**src/rtl/ps2kb_pkg.sv**
```systemverilog
package ps2kb_pkg;

    localparam int BYTE_W    = 8;
    localparam int FUNC_W    = 2;
    localparam int LED_W     = 3;
    localparam int KEY_W     = 7;
    localparam int KEY_COUNT = 128;

    localparam logic [FUNC_W-1:0] FUNC_LED  = 2'd0;
    localparam logic [FUNC_W-1:0] FUNC_RX   = 2'd1;
    localparam logic [FUNC_W-1:0] FUNC_READ = 2'd2;

    localparam logic [BYTE_W-1:0] CMD_SET_LEDS = 8'hED;
    localparam logic [BYTE_W-1:0] RESP_ACK     = 8'hFA;
    localparam logic [BYTE_W-1:0] RESP_RESEND  = 8'hFE;

    localparam int REG_CONTROLLER_PRESENT = 0;

    typedef struct packed {
        logic              send_valid;
        logic [BYTE_W-1:0] send_byte;
        logic              key_path;
        logic              cmd_active;
    } t_led_res;

    typedef struct packed {
        logic key_event;
        logic first_press;
        logic buffered;
        logic read_valid;
    } t_key_res;

endpackage

```
**src/rtl/ps2kb_ram.sv**
```systemverilog
module ps2kb_ram #(
    parameter int WIDTH = 8,
    parameter int DEPTH = 128
) (
    input  logic                     i_clk,
    input  logic                     i_we,
    input  logic [$clog2(DEPTH)-1:0] i_waddr,
    input  logic [WIDTH-1:0]         i_wdata,
    input  logic                     i_re,
    input  logic [$clog2(DEPTH)-1:0] i_raddr,
    output logic [WIDTH-1:0]         o_rdata
);

    logic [WIDTH-1:0] r_mem [DEPTH];
    logic [WIDTH-1:0] r_rdata;

    always_ff @(posedge i_clk) begin
        if (i_we) begin
            r_mem[i_waddr] <= i_wdata;
        end
        if (i_re) begin
            r_rdata <= r_mem[i_raddr];
        end
    end

    assign o_rdata = r_rdata;

endmodule

```
**src/rtl/ps2kb_led_ctl.sv**
```systemverilog
module ps2kb_led_ctl #(
    parameter int MAX_RETRIES = 3
) (
    input  logic                             i_clk,
    input  logic                             i_rst_n,
    input  logic                             i_fire,
    input  logic                             i_present,
    input  logic [ps2kb_pkg::FUNC_W-1:0]     i_func,
    input  logic [ps2kb_pkg::BYTE_W-1:0]     i_rx_byte,
    input  logic [ps2kb_pkg::LED_W-1:0]      i_led_request,
    input  logic                             i_ctrl_busy,
    output ps2kb_pkg::t_led_res              o_res
);

    localparam logic [1:0] PH_IDLE      = 2'd0;
    localparam logic [1:0] PH_WAIT_CMD  = 2'd1;
    localparam logic [1:0] PH_WAIT_DATA = 2'd2;

    logic [1:0]                      r_phase, n_phase;
    logic [2:0]                      r_retry, n_retry;
    logic [ps2kb_pkg::LED_W-1:0]     r_pend, n_pend;
    logic [ps2kb_pkg::LED_W-1:0]     r_trans, n_trans;
    logic [ps2kb_pkg::LED_W-1:0]     r_applied, n_applied;
    logic                            r_known, n_known;
    logic                            do_eval;
    logic [1:0]                      eval_phase;

    always_comb begin
        n_phase    = r_phase;
        n_retry    = r_retry;
        n_pend     = r_pend;
        n_trans    = r_trans;
        n_applied  = r_applied;
        n_known    = r_known;
        do_eval    = 1'b0;
        eval_phase = r_phase;
        o_res      = '0;
        if (i_fire) begin
            unique case (i_func)
                ps2kb_pkg::FUNC_LED: begin
                    do_eval = 1'b1;
                end
                ps2kb_pkg::FUNC_RX: begin
                    if (r_phase != PH_IDLE) begin
                        if (i_rx_byte == ps2kb_pkg::RESP_ACK) begin
                            n_retry = '0;
                            if (r_phase == PH_WAIT_CMD) begin
                                n_trans          = r_pend;
                                o_res.send_valid = 1'b1;
                                o_res.send_byte  = ps2kb_pkg::BYTE_W'(r_pend);
                                n_phase          = PH_WAIT_DATA;
                            end else begin
                                n_applied = r_trans;
                                n_known   = 1'b1;
                                if (r_pend != r_trans) begin
                                    o_res.send_valid = 1'b1;
                                    o_res.send_byte  = ps2kb_pkg::CMD_SET_LEDS;
                                    n_phase          = PH_WAIT_CMD;
                                end else begin
                                    n_phase = PH_IDLE;
                                end
                            end
                        end else if (i_rx_byte == ps2kb_pkg::RESP_RESEND) begin
                            if (r_retry < 3'(MAX_RETRIES)) begin
                                n_retry          = r_retry + 3'd1;
                                o_res.send_valid = 1'b1;
                                o_res.send_byte  = (r_phase == PH_WAIT_CMD) ?
                                    ps2kb_pkg::CMD_SET_LEDS : ps2kb_pkg::BYTE_W'(r_trans);
                            end else begin
                                n_phase = PH_IDLE;
                            end
                        end else begin
                            n_phase        = PH_IDLE;
                            eval_phase     = PH_IDLE;
                            o_res.key_path = 1'b1;
                            do_eval        = 1'b1;
                        end
                    end else begin
                        o_res.key_path = 1'b1;
                        do_eval        = 1'b1;
                    end
                end
                default: begin
                end
            endcase
            if (do_eval) begin
                n_pend = i_led_request;
                if (i_present && eval_phase == PH_IDLE && !i_ctrl_busy &&
                    !(r_known && i_led_request == r_applied)) begin
                    o_res.send_valid = 1'b1;
                    o_res.send_byte  = ps2kb_pkg::CMD_SET_LEDS;
                    n_retry          = '0;
                    n_phase          = PH_WAIT_CMD;
                end
            end
        end
        o_res.cmd_active = (n_phase != PH_IDLE);
    end

    always_ff @(posedge i_clk) begin
        if (!i_rst_n) begin
            r_phase   <= PH_IDLE;
            r_retry   <= '0;
            r_pend    <= '0;
            r_trans   <= '0;
            r_applied <= '0;
            r_known   <= 1'b0;
        end else begin
            r_phase   <= n_phase;
            r_retry   <= n_retry;
            r_pend    <= n_pend;
            r_trans   <= n_trans;
            r_applied <= n_applied;
            r_known   <= n_known;
        end
    end

endmodule

```
**src/rtl/ps2kb_key_ring.sv**
```systemverilog
module ps2kb_key_ring #(
    parameter int RING_DEPTH = 128
) (
    input  logic                         i_clk,
    input  logic                         i_rst_n,
    input  logic                         i_fire,
    input  logic [ps2kb_pkg::FUNC_W-1:0] i_func,
    input  logic                         i_key_path,
    input  logic [ps2kb_pkg::BYTE_W-1:0] i_rx_byte,
    output ps2kb_pkg::t_key_res          o_res,
    output logic [ps2kb_pkg::BYTE_W-1:0] o_rdata
);

    localparam int PTR_W = $clog2(RING_DEPTH);

    logic [ps2kb_pkg::KEY_COUNT-1:0] r_held, n_held;
    logic [PTR_W-1:0]                r_head, n_head;
    logic [PTR_W-1:0]                r_tail, n_tail;
    logic [PTR_W-1:0]                head_nx, tail_nx;
    logic [ps2kb_pkg::KEY_W-1:0]     key;
    logic                            push, pop, full;

    assign key     = i_rx_byte[ps2kb_pkg::KEY_W-1:0];
    assign head_nx = (r_head == PTR_W'(RING_DEPTH - 1)) ? '0 : r_head + 1'b1;
    assign tail_nx = (r_tail == PTR_W'(RING_DEPTH - 1)) ? '0 : r_tail + 1'b1;
    assign full    = (head_nx == r_tail);
    assign push    = i_fire && i_key_path;
    assign pop     = i_fire && (i_func == ps2kb_pkg::FUNC_READ) && (r_head != r_tail);

    always_comb begin
        n_held            = r_held;
        n_head            = r_head;
        n_tail            = r_tail;
        o_res.key_event   = push;
        o_res.first_press = push && !i_rx_byte[ps2kb_pkg::BYTE_W-1] && !r_held[key];
        o_res.buffered    = push && !full;
        o_res.read_valid  = pop;
        if (push) begin
            n_held[key] = !i_rx_byte[ps2kb_pkg::BYTE_W-1];
            if (!full) begin
                n_head = head_nx;
            end
        end
        if (pop) begin
            n_tail = tail_nx;
        end
    end

    always_ff @(posedge i_clk) begin
        if (!i_rst_n) begin
            r_held <= '0;
            r_head <= '0;
            r_tail <= '0;
        end else begin
            r_held <= n_held;
            r_head <= n_head;
            r_tail <= n_tail;
        end
    end

    ps2kb_ram #(
        .WIDTH(ps2kb_pkg::BYTE_W),
        .DEPTH(RING_DEPTH)
    ) u_ring (
        .i_clk  (i_clk),
        .i_we   (push && !full),
        .i_waddr(r_head),
        .i_wdata(i_rx_byte),
        .i_re   (pop),
        .i_raddr(r_tail),
        .o_rdata(o_rdata)
    );

endmodule

```
**src/rtl/ps2_keyboard_led_and_key_receiver_unit.sv**
```systemverilog
// Keyboard link host: LED command sequencing, held-key map and key byte ring.
// Input channel (i_in_valid/o_in_ready) carries one item: i_func selects an LED
// request, a byte received from the keyboard, or a read of one buffered key.
// Output channel (o_out_valid/i_out_ready) returns exactly one result per item.
// An accepted item is captured in the input register, and its result is then
// registered in the result register. One item per cycle while the output does
// not stall; the input register and the result register form a two-stage pipe,
// and the ring RAM read is registered alongside the result register.
// When the output stalls, the result register and RAM read data hold; the
// input register still takes one more item, then o_in_ready drops.
// Config (APB, pready always high): register 0 at address 0, bit 0 is
// controller_present; write only while no item is in flight.
// Reset (synchronous, active low): LED state idle, nothing applied, held-key
// map cleared, ring empty, controller_present set. No clearing pass is needed;
// ring entries are only read after they were written.
module ps2_keyboard_led_and_key_receiver_unit #(
    parameter int RING_DEPTH  = 128,
    parameter int MAX_RETRIES = 3
) (
    input  logic        i_clk,
    input  logic        i_rst_n,
    input  logic        i_in_valid,
    output logic        o_in_ready,
    input  logic [1:0]  i_func,
    input  logic [7:0]  i_rx_byte,
    input  logic [2:0]  i_led_request,
    input  logic        i_ctrl_busy,
    output logic        o_out_valid,
    input  logic        i_out_ready,
    output logic        o_send_valid,
    output logic [7:0]  o_send_byte,
    output logic        o_key_event,
    output logic        o_first_press,
    output logic        o_buffered,
    output logic        o_read_valid,
    output logic [7:0]  o_read_byte,
    output logic        o_command_active,
    input  logic        psel,
    input  logic        penable,
    input  logic        pwrite,
    input  logic [2:0]  paddr,
    input  logic [31:0] pwdata,
    output logic [31:0] prdata,
    output logic        pready
);

    logic                              r_in_v;
    logic [ps2kb_pkg::FUNC_W-1:0]      r_func;
    logic [ps2kb_pkg::BYTE_W-1:0]      r_rx_byte;
    logic [ps2kb_pkg::LED_W-1:0]       r_led_request;
    logic                              r_ctrl_busy;
    logic                              r_present;
    logic                              r_out_v;
    ps2kb_pkg::t_led_res               r_led;
    ps2kb_pkg::t_key_res               r_key;
    ps2kb_pkg::t_led_res               led_res;
    ps2kb_pkg::t_key_res               key_res;
    logic [ps2kb_pkg::BYTE_W-1:0]      ring_rdata;
    logic                              out_en, a_fire, in_acc, reg_sel;

    assign out_en     = !r_out_v || i_out_ready;
    assign a_fire     = r_in_v && out_en;
    assign o_in_ready = !r_in_v || out_en;
    assign in_acc     = i_in_valid && o_in_ready;
    assign reg_sel    = (paddr[2] == 1'(ps2kb_pkg::REG_CONTROLLER_PRESENT));

    always_ff @(posedge i_clk) begin
        if (!i_rst_n) begin
            r_in_v    <= 1'b0;
            r_out_v   <= 1'b0;
            r_present <= 1'b1;
        end else begin
            if (in_acc) begin
                r_in_v <= 1'b1;
            end else if (a_fire) begin
                r_in_v <= 1'b0;
            end
            if (out_en) begin
                r_out_v <= r_in_v;
            end
            if (psel && penable && pwrite && pready && reg_sel) begin
                r_present <= pwdata[0];
            end
        end
    end

    always_ff @(posedge i_clk) begin
        if (in_acc) begin
            r_func        <= i_func;
            r_rx_byte     <= i_rx_byte;
            r_led_request <= i_led_request;
            r_ctrl_busy   <= i_ctrl_busy;
        end
        if (a_fire) begin
            r_led <= led_res;
            r_key <= key_res;
        end
    end

    ps2kb_led_ctl #(
        .MAX_RETRIES(MAX_RETRIES)
    ) u_led_ctl (
        .i_clk        (i_clk),
        .i_rst_n      (i_rst_n),
        .i_fire       (a_fire),
        .i_present    (r_present),
        .i_func       (r_func),
        .i_rx_byte    (r_rx_byte),
        .i_led_request(r_led_request),
        .i_ctrl_busy  (r_ctrl_busy),
        .o_res        (led_res)
    );

    ps2kb_key_ring #(
        .RING_DEPTH(RING_DEPTH)
    ) u_key_ring (
        .i_clk     (i_clk),
        .i_rst_n   (i_rst_n),
        .i_fire    (a_fire),
        .i_func    (r_func),
        .i_key_path(led_res.key_path),
        .i_rx_byte (r_rx_byte),
        .o_res     (key_res),
        .o_rdata   (ring_rdata)
    );

    assign o_out_valid      = r_out_v;
    assign o_send_valid     = r_led.send_valid;
    assign o_send_byte      = r_led.send_byte;
    assign o_command_active = r_led.cmd_active;
    assign o_key_event      = r_key.key_event;
    assign o_first_press    = r_key.first_press;
    assign o_buffered       = r_key.buffered;
    assign o_read_valid     = r_key.read_valid;
    assign o_read_byte      = r_key.read_valid ? ring_rdata : '0;

    assign pready = 1'b1;
    assign prdata = reg_sel ? {31'd0, r_present} : '0;

endmodule

```
**config.mk**
```make
export PLATFORM = sky130hd
export DESIGN_NAME = ps2_keyboard_led_and_key_receiver_unit
export DESIGN_NICKNAME = d
export VERILOG_FILES = /design/src/rtl/ps2kb_pkg.sv /design/src/rtl/ps2kb_ram.sv /design/src/rtl/ps2kb_led_ctl.sv /design/src/rtl/ps2kb_key_ring.sv /design/src/rtl/ps2_keyboard_led_and_key_receiver_unit.sv
export SDC_FILE = /design/constraint.sdc
export NUM_CORES = 2
export LEC_CHECK = 0
export BUFFER_PORTS_ARGS = -buffer_cell sky130_fd_sc_hd__buf_4
export CAP_MARGIN = 15
export CELL_PAD_IN_SITES_DETAIL_PLACEMENT = 1
export CELL_PAD_IN_SITES_GLOBAL_PLACEMENT = 2
export CORE_MARGIN = 2
export CORE_UTILIZATION = 51
export CTS_CLUSTER_DIAMETER = 30
export DETAILED_ROUTE_END_ITERATION = 16
export PLACE_DENSITY = 0.95
export SYNTH_ARGS = -nofsm -noshare
export SYNTH_HDL_FRONTEND = slang
export SYNTH_SLANG_ARGS = --single-unit
```
**constraint.sdc**
```tcl
create_clock -name i_clk -period 8.5 [get_ports i_clk]
set_input_delay 0.85 -clock i_clk [delete_from_list [all_inputs] [get_ports i_clk]]
set_output_delay 0.85 -clock i_clk [all_outputs]
set_load 0.01 [all_outputs]
```
==> flow_metrics.env <==
export IMPL_powerDensity_mw_per_mm2=272.5
export IMPL_synth_area_mm2=0.04901
export IMPL_io_buffers=46
export IMPL_numCtsBuffers=217
export IMPL_cts_tree="built"
export IMPL_yosys_top_cells_area="edfxtp_1 65%, mux4_2 13%, dfxtp_1 6.5%, nor2_1 3.0%, mux2i_1 2.1%"
export IMPL_required_ns=8.92
export IMPL_yosysWarningCount=0
export IMPL_grt_antenna_before_repair=3
export IMPL_clk_path_buf_depth=3
export IMPL_crit_type="reg2reg"
export IMPL_wirelength_um=152400
export IMPL_die_h_um=314.0
export IMPL_vias=29459
export IMPL_internal_power_mw=12.17
export IMPL_synth_xor_area_frac=0.004110
export IMPL_min_period_ns=5.203
export IMPL_critical_path_slowest_cell="nor2_1"
export IMPL_cp_cell_sequence="nand4_1 > o21ai_1 > mux2i_1 > xnor2_1 > a21boi_4 > nand4b_4 > nor2_1"
export IMPL_cts_root_buf="clkbuf_16"
export IMPL_synthArstFlopShare=0
export IMPL_min_period_over_period=0.6121
export IMPL_postLayoutCellArea_mm2=0.05788
export IMPL_synth_seq_cells=1216
export IMPL_fin_setup_tns_ns=0
export IMPL_rsz0062_at_grt="no"
export IMPL_insertion_delay_ns=0.82
export IMPL_firstDrtPassIters=5
export IMPL_dp_slack_ns=3.431
export IMPL_p_comb_frac=0.017
export IMPL_fmax_ghz=0.1922
export IMPL_clk_pin_slew_worst_paths_ns=0.06
export IMPL_post_synth_top_area_cell="edfxtp_1"
export IMPL_grt_start_max_net_pins=189
export IMPL_r2r_slack_ns=3.30
export IMPL_crit_fanout=17
export IMPL_fp_coreArea_mm2=0.09515
export IMPL_rr_startpoint="u_key_ring.r_head[3]"
export IMPL_grt_pass1_wl_um=224400
export IMPL_hold_depth=1
export IMPL_synth_edff_count=1056
export IMPL_crit_path_start_kind="register"
export IMPL_clock_power_share=0.570
export IMPL_final_antenna_net_count=0
export IMPL_cts_resized=0
export IMPL_dp_hpwl_um=74710
export IMPL_tightest_slew_ns=1.190
export IMPL_hold_end="r_led_request[0]"
export IMPL_hold_violations=0
export IMPL_cp_buffers_inverters=0
export IMPL_crit_arrival_ns=5.63
export IMPL_wl_per_cell_um=34.48
export IMPL_viasPerCell=6.665
export IMPL_status="complete, no violations"
export IMPL_drive_gt1_frac=0.2403
export IMPL_cpLargestDelayFamily="simple AND/OR/NAND/NOR gates"
export IMPL_post_dp_cell_area_mm2=0.05028
export IMPL_synthSimpleGateAreaFrac=0.05887
export IMPL_area_delta_synth_final_pct=18.08
export IMPL_finalMaxSlewViolations=0
export IMPL_reg2regPathDepth=7
export IMPL_dp_cells=4004
export IMPL_synth_top_family_by_area="multiplexers"
export IMPL_post_cts_buffers=0
export IMPL_worst_hold_startpoint="i_led_request[0]"
export IMPL_synth_fa_ha_area_frac=0.0007658
export IMPL_synthMuxAreaShare=0.1536
export IMPL_boundaryPins=113
export IMPL_rr_endpoint="u_key_ring.u_ring.r_mem[107][5]"
export IMPL_endpoint_kind="register"
export IMPL_die_area_mm2=0.09860
export IMPL_ys_seq_area_frac=0.7123
export IMPL_place_gp_congestion=0.8344
export IMPL_ir_drop_v=0.0001967
export IMPL_grtUsageTotal=0.3130
export IMPL_hp_class="in2reg"
export IMPL_fin_cells=4420
export IMPL_drt_iter0_drc=3906
export IMPL_hold_buffers=0
export IMPL_layout_setup_ws_ns=3.297
export IMPL_relSlewSlack=0.2040
export IMPL_cts_sinks=1216
export IMPL_netlist_instances=2847
export IMPL_synth_flop_cell="edfxtp_1"
export IMPL_finalNetCount=3017
export IMPL_power_share_switching=0.2282
export IMPL_grt_pass1_vias=31389
export IMPL_overflow=0
export IMPL_fp_dieW_um=314.0
export IMPL_cap_violations=0
export IMPL_setup_violations_final=0
export IMPL_switchingPower_mw=3.599
export IMPL_syn_avg_cell_area_um2=17.22
export IMPL_drc=0
export IMPL_htree_levels=4
export IMPL_start_util=0.5151
export IMPL_skew_ns=0.06243
export IMPL_netlist_area_leader_share=0.6470
export IMPL_fill_cells=8118
export IMPL_cpPeakStageDelay_ns=1.05
export IMPL_row_count=113
export IMPL_seq_power_share=0.413
export IMPL_synth_compound_area_frac=0.04735
export IMPL_ys_types=67
export IMPL_cellLeakagePower_nw=18.00
==> synthesized netlist by cell type, types with 24 or more instances <==
cell type	count
edfxtp_1	1056
nor2_1	391
mux4_2	282
dfxtp_1	160
a211oi_1	124
mux2i_1	104
clkbuf_1	81
nand2_1	75
a21oi_1	72
o21ai_0	59
buf_4	55
buf_2	47
nor2b_1	39
or3_1	30
nand3_1	25
o22ai_1	25
buf_1	24
==> worst max-delay path by stage <==
stage	from	to	slack (ns)	cells past startpoint
floorplan	r_rx_byte[0]	u_key_ring.u_ring.r_mem[107][0]	4.34	8
global placement	i_out_ready	u_key_ring.u_ring.r_mem[99][2]	3.68	7
detailed placement	i_out_ready	u_key_ring.u_ring.r_mem[107][3]	3.43	7
CTS	r_rx_byte[0]	u_key_ring.u_ring.r_mem[107][6]	3.41	7
global route	u_key_ring.r_head[3]	u_key_ring.u_ring.r_mem[107][6]	3.14	7
finish	u_key_ring.r_head[3]	u_key_ring.u_ring.r_mem[107][5]	3.30	7
==> layer usage <==
layer / GRT usage / wire length (um)
met1: 0.3862 / 54120
met2: 0.5302 / 77240
met3: 0.06812 / 13530
met4: 0.1454 / 7438
met5: 0 / 43
==> sequential cells by signal, summed over array words and instances, names as in the netlist, 2 cells and up <==
| register | count |
|---|---|
| u_led_ctl.r_applied | 3 |
| u_key_ring.r_held | 128 |
| u_key_ring.r_head | 7 |
| o_send_byte | 4 |
| u_key_ring.u_ring.o_rdata | 8 |
| u_led_ctl.r_pend | 3 |
| u_key_ring.u_ring.r_mem | 1024 |
| u_led_ctl.r_trans | 3 |
| u_led_ctl.r_phase | 2 |
| u_key_ring.r_tail | 7 |
| r_rx_byte | 8 |
| r_func | 2 |
| r_led_request | 3 |
| u_led_ctl.r_retry | 3 |
==> area by class of cell <==
cell class	instances	area, um2	area share
flip-flops and latches	1216	34930	0.6035
multi-input cells	1442	13110	0.2264
clock buffers	240	5578	0.09637
clock inverters	175	2016	0.03483
well taps	1265	1583	0.02735
repair buffers	72	628.1	0.01085
inverters	9	36.28	0.0006269
diodes	1	2.502	0.00004324
==> cells in the final DEF, fill, tap and decap left out, types with 17 or more instances in the layout <==
cell type,count
clkinvlp_4,26
a211oi_1,124
nor2_1,391
nor3_1,17
clkbuf_16,218
conb_1,33
mux2i_1,104
edfxtp_1,1056
or3_1,30
nor2b_1,39
a21oi_1,72
dfxtp_1,156
mux4_2,282
nand2_1,75
clkinv_2,38
buf_4,65
o21ai_0,59
nand3_1,25
o22ai_1,25
clkbuf_1,18
bufinv_16,27
clkinv_1,28
clkinv_4,27
==> through the flow <==
step	power, mW	hold WS (ns)	util
2_1_floorplan	6.782	0.4400	-
3_3_place_gp	6.859	0.4574	0.5284
3_5_place_dp	6.880	0.4677	0.5284
4_1_cts	15.80	0.1919	0.6082
5_1_grt	16.03	0.2113	0.6082
6_report	15.77	0.2256	0.6083
==> power by group through the flow <==
stage               Combinational, mW  Sequential (mW)  Clock [mW]
floorplan                       0.109             6.67           0
global placement                0.233             6.63           0
detailed placement              0.251             6.63           0
CTS                             0.262             6.51        9.02
global route                    0.277             6.51        9.24
finish                          0.267             6.51        9.00
==> cell families (layout without fill, tap and decap cells) <==
logic type	Yosys count	in the layout
and+or+nand+nor	638	638
AOI/OAI and AO/OA	347	347
adders and majority gates	3	3
buffers and inverters	220	496
xor gates and xnor gates	23	23
other	2	34
muxes	398	398
DFF	1216	1216
(Power assumes the default switching activity.)
